**config.mk**
```make
export PLATFORM = sky130hd
export DESIGN_NAME = fraction_arith_reduce
export DESIGN_NICKNAME = d
export VERILOG_FILES = /design/src/rtl/core/fra_pkg.sv /design/src/rtl/core/fra_front.sv /design/src/rtl/core/fra_back.sv /design/src/rtl/core/fraction_arith_reduce.sv
export VERILOG_INCLUDE_DIRS = /design/src /design/src/rtl/core
export SDC_FILE = /design/constraint.sdc
export NUM_CORES = 2
export LEC_CHECK = 0
export ABC_AREA = 1
export BUFFER_PORTS_ARGS = -buffer_cell sky130_fd_sc_hd__buf_2
export CAP_MARGIN = 20
export CORE_ASPECT_RATIO = 1.75
export CORE_UTILIZATION = 55
export DETAILED_ROUTE_END_ITERATION = 6
export PLACE_DENSITY = 0.76
export SLEW_MARGIN = 20
export SYNTH_ARGS = -nofsm -noshare
export SYNTH_HDL_FRONTEND = slang
export SYNTH_SLANG_ARGS = --single-unit
```
**constraint.sdc**
```tcl
create_clock -name clk -period 9.1 [get_ports clk]
set_input_delay 0 -clock clk [delete_from_list [all_inputs] [get_ports clk]]
set_output_delay 0 -clock clk [all_outputs]
set_load 0.05 [all_outputs]
```
**src/rtl/core/assert_macros.svh**
```systemverilog
// assertion macros shared by the rtl
// no dependencies
`ifndef ASSERT_MACROS_SVH
`define ASSERT_MACROS_SVH

// implication checked on every edge outside reset
`define ASSERT_IMPL(label, clk, rst, ante, cons, msg) \
  label: assert property (@(posedge clk) disable iff (rst) (ante) |-> (cons)) \
    else $error(msg);

// implication checked in the cycle after the antecedent, outside reset
`define ASSERT_NEXT(label, clk, rst, ante, cons, msg) \
  label: assert property (@(posedge clk) disable iff (rst) (ante) |=> (cons)) \
    else $error(msg);

`endif

```
**src/rtl/core/fra_pkg.sv**
```systemverilog
// types and codes for the fraction arithmetic block
// no dependencies
package fra_pkg;

  localparam int unsigned NumW = 33;
  localparam int unsigned DenW = 32;

  typedef enum logic [1:0] {
    MODE_ADD = 2'd0,
    MODE_SUB = 2'd1,
    MODE_MUL = 2'd2,
    MODE_DIV = 2'd3
  } mode_t;

  typedef enum logic [1:0] {
    ST_OK      = 2'd0,
    ST_DIV0    = 2'd1,
    ST_ZERODEN = 2'd2
  } status_t;

  typedef struct packed {
    logic [1:0]         mode;
    logic signed [15:0] a_num;
    logic signed [15:0] a_den;
    logic signed [15:0] b_num;
    logic signed [15:0] b_den;
  } in_item_t;

  typedef struct packed {
    logic signed [NumW-1:0] res_num;
    logic signed [DenW-1:0] res_den;
    logic [1:0]             status;
  } out_item_t;

  typedef enum logic [2:0] {
    B_IDLE,
    B_MUL,
    B_SUM,
    B_GCD,
    B_DIVN,
    B_DIVD,
    B_OUT
  } bstate_t;

endpackage

```
**src/rtl/core/fra_front.sv**
```systemverilog
// front end: takes items, checks for the error cases, queues them with their operands
// depends on fra_pkg
module fra_front
  import fra_pkg::*;
#(
  parameter int unsigned OperandWidth = 16
) (
  input  logic                   clk,
  input  logic                   rst,
  input  in_item_t               in_item,
  input  logic                   push,
  output logic                   full,
  output logic                   q_valid,
  input  logic                   q_take,
  output logic [1:0]             q_status,
  output logic [1:0]             q_mode,
  output logic [4*OperandWidth-1:0] q_ops
);
  // two-entry queue of classified items
  logic [1:0]                    vld;
  logic [1:0]                    st [2];
  logic [1:0]                    md [2];
  logic [4*OperandWidth-1:0]     ops [2];
  logic                          wp, rp;
  logic [1:0]                    st_in;
  logic [OperandWidth-1:0]       an, ad, bn, bd;
  logic                          do_push, do_pop;

  assign an = OperandWidth'($unsigned(in_item.a_num));
  assign ad = OperandWidth'($unsigned(in_item.a_den));
  assign bn = OperandWidth'($unsigned(in_item.b_num));
  assign bd = OperandWidth'($unsigned(in_item.b_den));

  always_comb begin
    if (ad == '0 || bd == '0) st_in = ST_ZERODEN;
    else if (in_item.mode == MODE_DIV && bn == '0) st_in = ST_DIV0;
    else st_in = ST_OK;
  end

  assign full     = vld[wp];
  assign do_push  = push && !full;
  assign q_valid  = vld[rp];
  assign do_pop   = q_take && q_valid;
  assign q_status = st[rp];
  assign q_mode   = md[rp];
  assign q_ops    = ops[rp];

  always_ff @(posedge clk) begin
    if (rst) begin
      vld <= '0;
      wp  <= 1'b0;
      rp  <= 1'b0;
    end else begin
      if (do_push) begin
        vld[wp] <= 1'b1;
        wp      <= ~wp;
      end
      if (do_pop) begin
        vld[rp] <= 1'b0;
        rp      <= ~rp;
      end
    end
  end

  always_ff @(posedge clk) begin
    if (do_push) begin
      st[wp]  <= st_in;
      md[wp]  <= in_item.mode;
      ops[wp] <= {an, ad, bn, bd};
    end
  end

endmodule

```
**src/rtl/core/fra_back.sv**
```systemverilog
// back end: cross products, euclid gcd by remainders from a restoring divider, and the two divisions
// depends on fra_pkg and assert_macros.svh
`include "assert_macros.svh"
module fra_back
  import fra_pkg::*;
#(
  parameter int unsigned OperandWidth = 16
) (
  input  logic                      clk,
  input  logic                      rst,
  input  logic                      q_valid,
  output logic                      q_take,
  input  logic [1:0]                q_status,
  input  logic [1:0]                q_mode,
  input  logic [4*OperandWidth-1:0] q_ops,
  output logic                      empty,
  input  logic                      pop,
  output out_item_t                 out_item
);
  localparam int unsigned W  = OperandWidth;
  localparam int unsigned PW = 2*W + 1;
  localparam int unsigned CW = $clog2(PW + 1);

  bstate_t state, state_next;

  logic [PW-1:0]  p0, p1, dmag;
  logic           p0n, p1n, dneg;
  logic [PW-1:0]  nmag;
  logic           nneg;
  logic [PW-1:0]  gx, gy;
  // shared restoring divider: rem/quo with divisor dv
  logic [PW-1:0]  dv, quo, rem, dend;
  logic [CW-1:0]  cnt;
  logic           dbusy;
  logic [PW-1:0]  gval;
  logic [1:0]     md;
  logic           obuf_v;
  out_item_t      obuf;

  logic [W-1:0]   an, ad, bn, bd;
  logic [W-1:0]   m1a, m1b, m2a, m2b, m3a, m3b;
  logic [PW-1:0]  pr1, pr2, pr3;
  logic [PW:0]    trial;

  assign {an, ad, bn, bd} = q_ops;

  function automatic logic [W-1:0] mag(input logic [W-1:0] v);
    mag = v[W-1] ? (~v + 1'b1) : v;
  endfunction

  always_comb begin
    m1a = an; m1b = bd; m2a = bn; m2b = ad; m3a = ad; m3b = bd;
    unique case (mode_t'(q_mode))
      MODE_MUL: begin m1b = bn; end
      MODE_DIV: begin m3b = bn; end
      default: ;
    endcase
  end
  assign pr1 = PW'(mag(m1a)) * PW'(mag(m1b));
  assign pr2 = PW'(mag(m2a)) * PW'(mag(m2b));
  assign pr3 = PW'(mag(m3a)) * PW'(mag(m3b));

  assign trial = {rem[PW-2:0], dend[PW-1]} - {1'b0, dv};
  assign gval  = (gx == '0) ? PW'(1) : gx;

  assign q_take = (state == B_IDLE) && q_valid && !(q_status != ST_OK && obuf_v);
  assign empty  = !obuf_v;
  assign out_item = obuf;

  always_comb begin
    state_next = state;
    unique case (state)
      B_IDLE: if (q_valid && q_status == ST_OK) state_next = B_MUL;
      B_MUL:  state_next = B_SUM;
      B_SUM:  state_next = B_GCD;
      B_GCD:  if (gy == '0 && !dbusy) state_next = B_DIVN;
      B_DIVN: if (dbusy && cnt == CW'(1)) state_next = B_DIVD;
      B_DIVD: if (dbusy && cnt == CW'(1)) state_next = B_OUT;
      B_OUT:  if (!obuf_v) state_next = B_IDLE;
      default: state_next = B_IDLE;
    endcase
  end

  always_ff @(posedge clk) begin
    if (rst) begin
      state  <= B_IDLE;
      obuf_v <= 1'b0;
      dbusy  <= 1'b0;
      cnt    <= '0;
    end else begin
      state <= state_next;
      if (pop && obuf_v) obuf_v <= 1'b0;
      if (q_take && q_status != ST_OK) obuf_v <= 1'b1;
      if (state == B_OUT && !obuf_v) obuf_v <= 1'b1;
      if (dbusy) begin
        cnt <= cnt - 1'b1;
        if (cnt == CW'(1)) dbusy <= 1'b0;
      end else if ((state == B_GCD && gy != '0) ||
                   (state == B_GCD && gy == '0) || (state == B_DIVD)) begin
        dbusy <= 1'b1;
        cnt   <= CW'(PW);
      end
    end
  end

  always_ff @(posedge clk) begin
    if (q_take && q_status != ST_OK) begin
      obuf.res_num <= '0;
      obuf.res_den <= '0;
      obuf.status  <= q_status;
    end
    if (state == B_IDLE && q_take) begin
      md  <= q_mode;
      p0  <= pr1;
      p0n <= (pr1 != '0) && (m1a[W-1] != m1b[W-1]);
      p1  <= pr2;
      p1n <= (pr2 != '0) && ((m2a[W-1] != m2b[W-1]) ^ (q_mode == MODE_SUB));
      dmag <= pr3;
      dneg <= (pr3 != '0) && (m3a[W-1] != m3b[W-1]);
    end
    if (state == B_MUL) begin
      if (md == MODE_MUL || md == MODE_DIV) begin
        nmag <= p0; nneg <= p0n;
      end else if (p0n == p1n) begin
        nmag <= p0 + p1; nneg <= p0n;
      end else if (p0 >= p1) begin
        nmag <= p0 - p1; nneg <= p0n && (p0 != p1);
      end else begin
        nmag <= p1 - p0; nneg <= p1n;
      end
    end
    if (state == B_SUM) begin
      gx <= nmag;
      gy <= dmag;
    end
    // start a division: gcd step x%y, or the reductions by g
    if (!dbusy && state == B_GCD) begin
      if (gy != '0) begin dend <= gx; dv <= gy; end
      else begin dend <= nmag; dv <= gval; end
      rem <= '0; quo <= '0;
    end
    if (!dbusy && state == B_DIVD) begin
      dend <= dmag; dv <= gval; rem <= '0; quo <= '0;
    end
    if (dbusy) begin
      dend <= {dend[PW-2:0], 1'b0};
      if (!trial[PW]) begin
        rem <= trial[PW-1:0];
        quo <= {quo[PW-2:0], 1'b1};
      end else begin
        rem <= {rem[PW-2:0], dend[PW-1]};
        quo <= {quo[PW-2:0], 1'b0};
      end
      if (cnt == CW'(1)) begin
        if (state == B_GCD) begin
          gx <= dv;
          gy <= trial[PW] ? {rem[PW-2:0], dend[PW-1]} : trial[PW-1:0];
        end else if (state == B_DIVN) begin
          nmag <= trial[PW] ? {quo[PW-2:0], 1'b0} : {quo[PW-2:0], 1'b1};
        end else begin
          dmag <= trial[PW] ? {quo[PW-2:0], 1'b0} : {quo[PW-2:0], 1'b1};
        end
      end
    end
    if (state == B_OUT && !obuf_v) begin
      obuf.res_num <= NumW'(nneg ? (~{1'b0, nmag} + 1'b1) : {1'b0, nmag});
      obuf.res_den <= DenW'(dneg ? (~{1'b0, dmag} + 1'b1) : {1'b0, dmag});
      obuf.status  <= ST_OK;
    end
  end

  `ASSERT_IMPL(a_take_idle, clk, rst, q_take, state == B_IDLE, "take outside idle")
  `ASSERT_IMPL(a_div_cnt, clk, rst, dbusy, cnt != '0, "divider count lost")
  `ASSERT_NEXT(a_out_set, clk, rst, state == B_OUT && !obuf_v, obuf_v, "result dropped")

endmodule

```
**src/rtl/core/fraction_arith_reduce.sv**
```systemverilog
// top level of the fraction arithmetic block with gcd reduction
// depends on fra_pkg, fra_front, fra_back
//
// channel  | handshake    | payload
// input    | push / full  | in_item  (mode, a_num, a_den, b_num, b_den)
// result   | pop / empty  | out_item (res_num, res_den, status)
//
// an ok item is set up through the mul and sum states, then runs euclid steps
// through one restoring divider, then two reductions through the same divider
// error items bypass the divider and go straight to the output buffer
// rst is synchronous and empties both queues; either side may stall freely
module fraction_arith_reduce
  import fra_pkg::*;
#(
  parameter int unsigned OPERAND_WIDTH = 16
) (
  input  logic      clk,
  input  logic      rst,
  input  in_item_t  in_item,
  input  logic      push,
  output logic      full,
  output out_item_t out_item,
  output logic      empty,
  input  logic      pop
);
  localparam int unsigned W = OPERAND_WIDTH;

  logic              q_valid, q_take;
  logic [1:0]        q_status, q_mode;
  logic [4*W-1:0]    q_ops;

  fra_front #(.OperandWidth(W)) u_front (
    .clk, .rst, .in_item, .push, .full,
    .q_valid, .q_take, .q_status, .q_mode, .q_ops
  );

  fra_back #(.OperandWidth(W)) u_back (
    .clk, .rst, .q_valid, .q_take, .q_status, .q_mode, .q_ops,
    .empty, .pop, .out_item
  );

endmodule

```
Word level (Yosys, flattened, before mapping)
Memory sizes are Yosys's and may differ from the RTL's. A register that Yosys moved wholly into a read port is not among the register bits. Cells that the tools add are included.

Register bits after elaboration: 414. RAM bits: 136. Logic and storage cells: 218. Memories kept: 3.

Add/subtract/negate cells: 12. $mul: 3. Order comparisons: 5. Eq/ne operators: 23. Multiplexer cells: 84. Bitwise gates (word level): 13. Reductions and logical operators: 49.

Memory list: u_front.ops (words 2, bits a word 64, rd ports 1, clocked after memory_dff 1, wr ports 1, line fra_front.sv:23) `logic [4*OperandWidth-1:0] ops [2];`; u_front.md (words 2, bits a word 2, rd ports 1, clocked after memory_dff 1, wr ports 1, line fra_front.sv:22) `logic [1:0] md [2];`; u_front.st (words 2, bits a word 2, rd ports 1, clocked after memory_dff 1, wr ports 1, line fra_front.sv:21) `logic [1:0] st [2];`.

Operator list (number): $mux W33 (31); $mux W32 (5); $mux W67 (2); $reduce_bool A33 Y1 (4); $mux W16 (7); $mul A16 B16 Y32 (3); $add A16 B1 Y16 const B (5); $not A16 Y16 (5); $logic_not A33 Y1 (2); $sub A32 B32 Y33 (2); $logic_not A16 Y1 (3); $sub A33 B33 Y34 (1); $add A32 B32 Y33 (1); $add A33 B1 Y33 const B (1); $not A33 Y33 (1); $add A32 B1 Y32 const B (1); $ge A32 B32 Y1 (1); $ne A32 B32 Y1 (1); $not A32 Y32 (1); $mux W1 (25); $logic_and A1 B1 Y1 (23); $pmux W3 S7 (1); $mux W3 (5); $mux W6 (2); other kinds (27) (56).

Longest topological paths before layout
Word-level depth: 11. Depth in mapped cells: 49.

By module
Synthesis repeated with hierarchy kept, for this count alone.

Cells, all modules: 8504. Area total of the unflattened synthesis: 62789.0 µm².

By module, submodules not included: fra_back (instances 1, cells an instance 8218, area an instance 57408.8 µm²); fra_front (instances 1, cells an instance 286, area an instance 5380.2 µm²).

Worst setup path after synthesis
OpenSTA, ideal clock, no wires.

Kind: register to register. Start point: register with a tool-made name. End point: register u_back.dneg, data pin. Setup time: 249 ps. Data arrival time: 7227 ps. Required time: 8851 ps. Slack: 1624 ps. Stages on the path, launching flop included: 41. Cells stage by stage: dfxtp_1 buf_6 inv_4 buf_6 buf_6 or2_1 o21ai_2 clkbuf_1 ha_1 inv_1 nor2_2 nand2_1 nor2_2 nand3_1 o21ai_2 xnor2_2 inv_2 buf_4 (+5 left out) fa_1 fa_1 inv_1 fa_1 inv_1 ha_1 nand2_1 nor2_1 nand3_1 or2_2 nand4_1 nand2_1 nor2_1 nand2_1 nor2_1 nand3_1 nand2_1 inv_1.

RTL lines: to (signal assigned) (line fra_back.sv:119) `dneg <= (pr3 != '0) && (m3a[W-1] != m3b[W-1]);`; to (decl) (line fra_back.sv:27) `logic p0n, p1n, dneg;`.

==> results <==
- The count of final max-slew check failures is 0.
- The cell at the root of the clock tree is sky130_fd_sc_hd__clkbuf_16.
- The nature of the critical path startpoint is a flop.
- After floorplanning, the core was sized to cover 111700 um^2.
- The initial antenna violation count is 6.
- After Yosys synthesis, XOR and XNOR cells account for 2.052% of the synthesized area.
- The cell family contributing the most delay on the critical path is adder cells.
- In this run the vertical extent of the chip is 446.4 um.
- The count of buffering cells on the critical path with inverters included is 8.
- After detailed routing, the number of vias per cell comes to 5.676.
- The worst path uses 94.36% of the clock period.
- The post-synthesis cell type count is 59.
- The most used flip-flop cell after synthesis is sky130_fd_sc_hd__edfxtp_1.
- Of the post-synthesis cell area, the part taken by muxes is 0.2903%.
- The achievable clock frequency is about 120 MHz.
- Global routing finished with a remaining overflow of 0.
- The number of violations reported at the end of detailed-routing iteration 0 is 4330.
- The global-route wire length before repair is 331200 um.
- The number of filler instances in the final layout is 10440.
- The main combinational cell family by area after synthesis is adder cells.
- The simple-gate portion of the synthesized area is around a quarter.
- At the pin with the least slew margin, the transition time is between 1000 and 1500 ps.
- The run finished with clean final reports.
- The class of the worst hold path is in -> reg.
- The die covers between 100000 and 150000 um^2.
- The worst path in the final design needs a cycle of 8587 ps, including I/O delays and setup.
- The critical setup path kind is reg -> reg.
- A synthesized cell averages 7.391 um^2.
- The half-perimeter wire length of the detailed placement result is about 180000 um.
- The total clock sinks is between 500 and 600.
- Global routing used 38.21% of the available tracks across all layers.
- The residual DRC count is 0.
- On the worst path, the slowest cell contributes a delay of 540 ps.
- The via count of the first global-routing pass was 58090.
- The count of yosys warnings during synthesis is 0.
- The normalized max-slew margin is 25.10%.
- The required arrival time at the worst endpoint is 9510 ps.
- The number of instances in the synthesized netlist is 8398.
- After clock tree synthesis, the clock-pin slew on the worst setup and hold paths is 70 ps.
- The share of the Yosys chip area taken by registers is about a quarter.
- The starting utilization of the core area is 55.58%.
- The fraction of final layout cells sized beyond drive strength 1 is slightly above 6%.
- The area taken by multi-input logic gates is roughly 40000 um^2.
- Of the total synthesized cell area, the portion taken by full adders, half adders and majority gates is 27.97%.
- The clock reaches the later pin of the worst-skew pair after 670 ps.
- The total iterations of the first detailed-routing run is 6.
- The number of routed nets with antenna violations is 0.
- The synthesized design contains 550 register bits.
- The maximum number of pins on one net before global-route repair is 99.
- After the last flow step, the layout net total stands at 9601.
- The aggregate negative setup slack is 0 ps.
- The area overhead of the layout relative to synthesis is 7.257%.
- The routed design has about 220000 um of wire.
- The count of buffers from port buffering is 138.
- In this run the worst path has a maximum fanout of 21.
- Dividing the detail-routed wire length by the instance count gives 21.80 um.
- The mapped netlist covers 62070 um^2.
- The post-synthesis net count is 9504.
- The area occupied by registers is 15010 um^2.
- Routability-driven placement finished with a final weighted congestion of 1.051.
- TritonCTS built the clock tree.
- The number of synthesized flops with an enable pin is 399.
- The H-tree depth reported by CTS is 2.
- After synthesis, the share of flip-flops with an asynchronous set or reset is 0%.
- The routed layout has 56830 vias.
- The total count of hold-check failures in the final report is 0.
- The buffer levels on the longest clock path is 3.
- Pin placement for this block handled 139 I/O pins.
- Data arrives at the worst endpoint at between 8000 and 9000 ps.
- The worst setup path is captured at a flop.
- The finished layout holds 10010 standard cells, fillers aside.
- The minimum hold slack is 68.01 ps.
- Once placement completed, the tool counted placed cells totaling 9850.
- TritonCTS created 51 clock buffers.
- On the critical path, the stage with the largest delay is an instance of sky130_fd_sc_hd__fa_1.
- The count of final setup violators is 0.
- The width of the die is 255.9 um.
- Setup repair after global routing left no endpoint under its margin.
- The worst clock skew on the final layout is about 27 ps.
- The tool flagged a number of max-cap violations equal to 0.
- In this run the core area contains 162 standard-cell rows.
- Summing the areas of all compound-gate instances in the mapped netlist gives 9.232% of the synthesized area.
==> path summary, 6_finish.rpt <==
| path | slack (ps) | cells past startpoint | end | start |
|---|---|---|---|---|
| setup / recovery | 510 | 33 | u_back.dneg | flop |
| hold / removal | 70 | 2 | u_front.ops[0][48] | in_item[48] |
| setup reg to reg | 510 | 33 | u_back.dneg | flop |
| hold reg to reg | 480 | 1 | u_back.cnt[5] | u_back.cnt[5] |
==> flip-flops by register name (all words and copies together) (netlist names), 33 cells and up, named ones only <==
name	flops
u_back.dend	33
u_back.dmag	33
u_back.dv	33
u_back.gx	33
u_back.gy	33
u_back.nmag	33
u_back.out_item	67
u_front.ops	128
==> through the flow <==
| stage | util [%] | setup WS [ps] | area (um^2) |
|---|---|---|---|
| 2_1_floorplan | - | 1624 | 62070 |
| 3_3_place_gp | 57.49 | 536.6 | 64210 |
| 3_5_place_dp | 57.49 | 492.7 | 64210 |
| 4_1_cts | 59.59 | 446.1 | 66550 |
| 5_1_grt | 59.61 | 36.70 | 66570 |
| 6_report | 59.61 | 513.2 | 66580 |
==> layout by cell type (no fill, tap or decap), types with 18 or more instances in the layout <==
cell type	synthesis	layout
sky130_fd_sc_hd__nand2_1	2219	2218
sky130_fd_sc_hd__inv_1	1540	1539
sky130_fd_sc_hd__nor2_1	857	849
sky130_fd_sc_hd__fa_1	586	586
sky130_fd_sc_hd__a21oi_1	475	472
sky130_fd_sc_hd__ha_1	450	450
sky130_fd_sc_hd__o21ai_0	403	402
sky130_fd_sc_hd__edfxtp_1	399	399
sky130_fd_sc_hd__nand3_1	314	313
sky130_fd_sc_hd__dfxtp_1	151	150
sky130_fd_sc_hd__buf_2	66	138
sky130_fd_sc_hd__xor2_1	104	104
sky130_fd_sc_hd__buf_4	13	90
sky130_fd_sc_hd__nor3_1	84	80
sky130_fd_sc_hd__nand4_1	79	79
sky130_fd_sc_hd__dlygate4sd3_1	0	68
sky130_fd_sc_hd__clkbuf_16	0	51
sky130_fd_sc_hd__inv_2	44	42
sky130_fd_sc_hd__or2_2	39	39
sky130_fd_sc_hd__a31oi_1	38	38
sky130_fd_sc_hd__o21ai_1	38	37
sky130_fd_sc_hd__nor4_1	35	34
sky130_fd_sc_hd__o21ai_2	31	33
sky130_fd_sc_hd__xnor2_1	34	32
sky130_fd_sc_hd__o211ai_1	29	29
sky130_fd_sc_hd__nor2_2	18	23
sky130_fd_sc_hd__nand2_2	18	18
sky130_fd_sc_hd__clkinv_1	10	18
==> logic make-up (layout without fill, tap and decap cells) <==
group,Yosys count,after routing
AOI/OAI and AO/OA,1067,1067
xor gates and xnor gates,142,142
adders and majority gates,1036,1036
buffers and inverters,1850,1987
DFF,550,550
muxes,18,18
other,0,1
and+or+nand+nor,3735,3735
==> cells in the mapped netlist (all sizes together) (38+ instances only) <==
cell type,count,area (um^2)
nand2,2243,8509
inv,1588,5971
nor2,879,3374
fa,586,11730
a21oi,475,2377
o21ai,474,2511
ha,450,5630
edfxtp,399,11980
nand3,318,1612
clkbuf,152,570.6
dfxtp,151,3023
xor2,107,959.7
buf,100,619.3
nor3,87,450.4
nand4,83,570.5
or2,63,396.6
a31oi,38,237.7
==> metal layers <==
| metal | share of wire [%] | vias up | GRT usage [%] |
|---|---|---|---|
| met3 | 6.4 | 1038 | 5.283 |
| met2 | 50 | 2538 | 68.31 |
| met5 | 0.0032 | - | 0 |
| met1 | 33 | 26890 | 37.84 |
| li1 | - | 26370 | - |
| met4 | 11 | 2 | 36.50 |
==> what timing repair did <==
| action | in CTS | in global routing |
|---|---|---|
| buffers inserted | 0 | 0 |
| gates resized for setup | 0 | 9 |
| hold endpoints to repair | 146 | 0 |
| endpoints found under the setup margin | 0 | 3 |
| hold buffers | 68 | 0 |
==> layout make-up <==
class,count,area share (%)
multi-input combinational,5998,60.07
sequential,550,22.54
inverter,1598,9.034
timing repair buffer,296,3.075
tap,1476,2.774
clock buffer,59,2.022
clock inverter,34,0.4736
antenna,1,0.003759
Power is not shown: default switching activity piles up to over one toggle a cycle in this logic, so the estimate is an artifact.
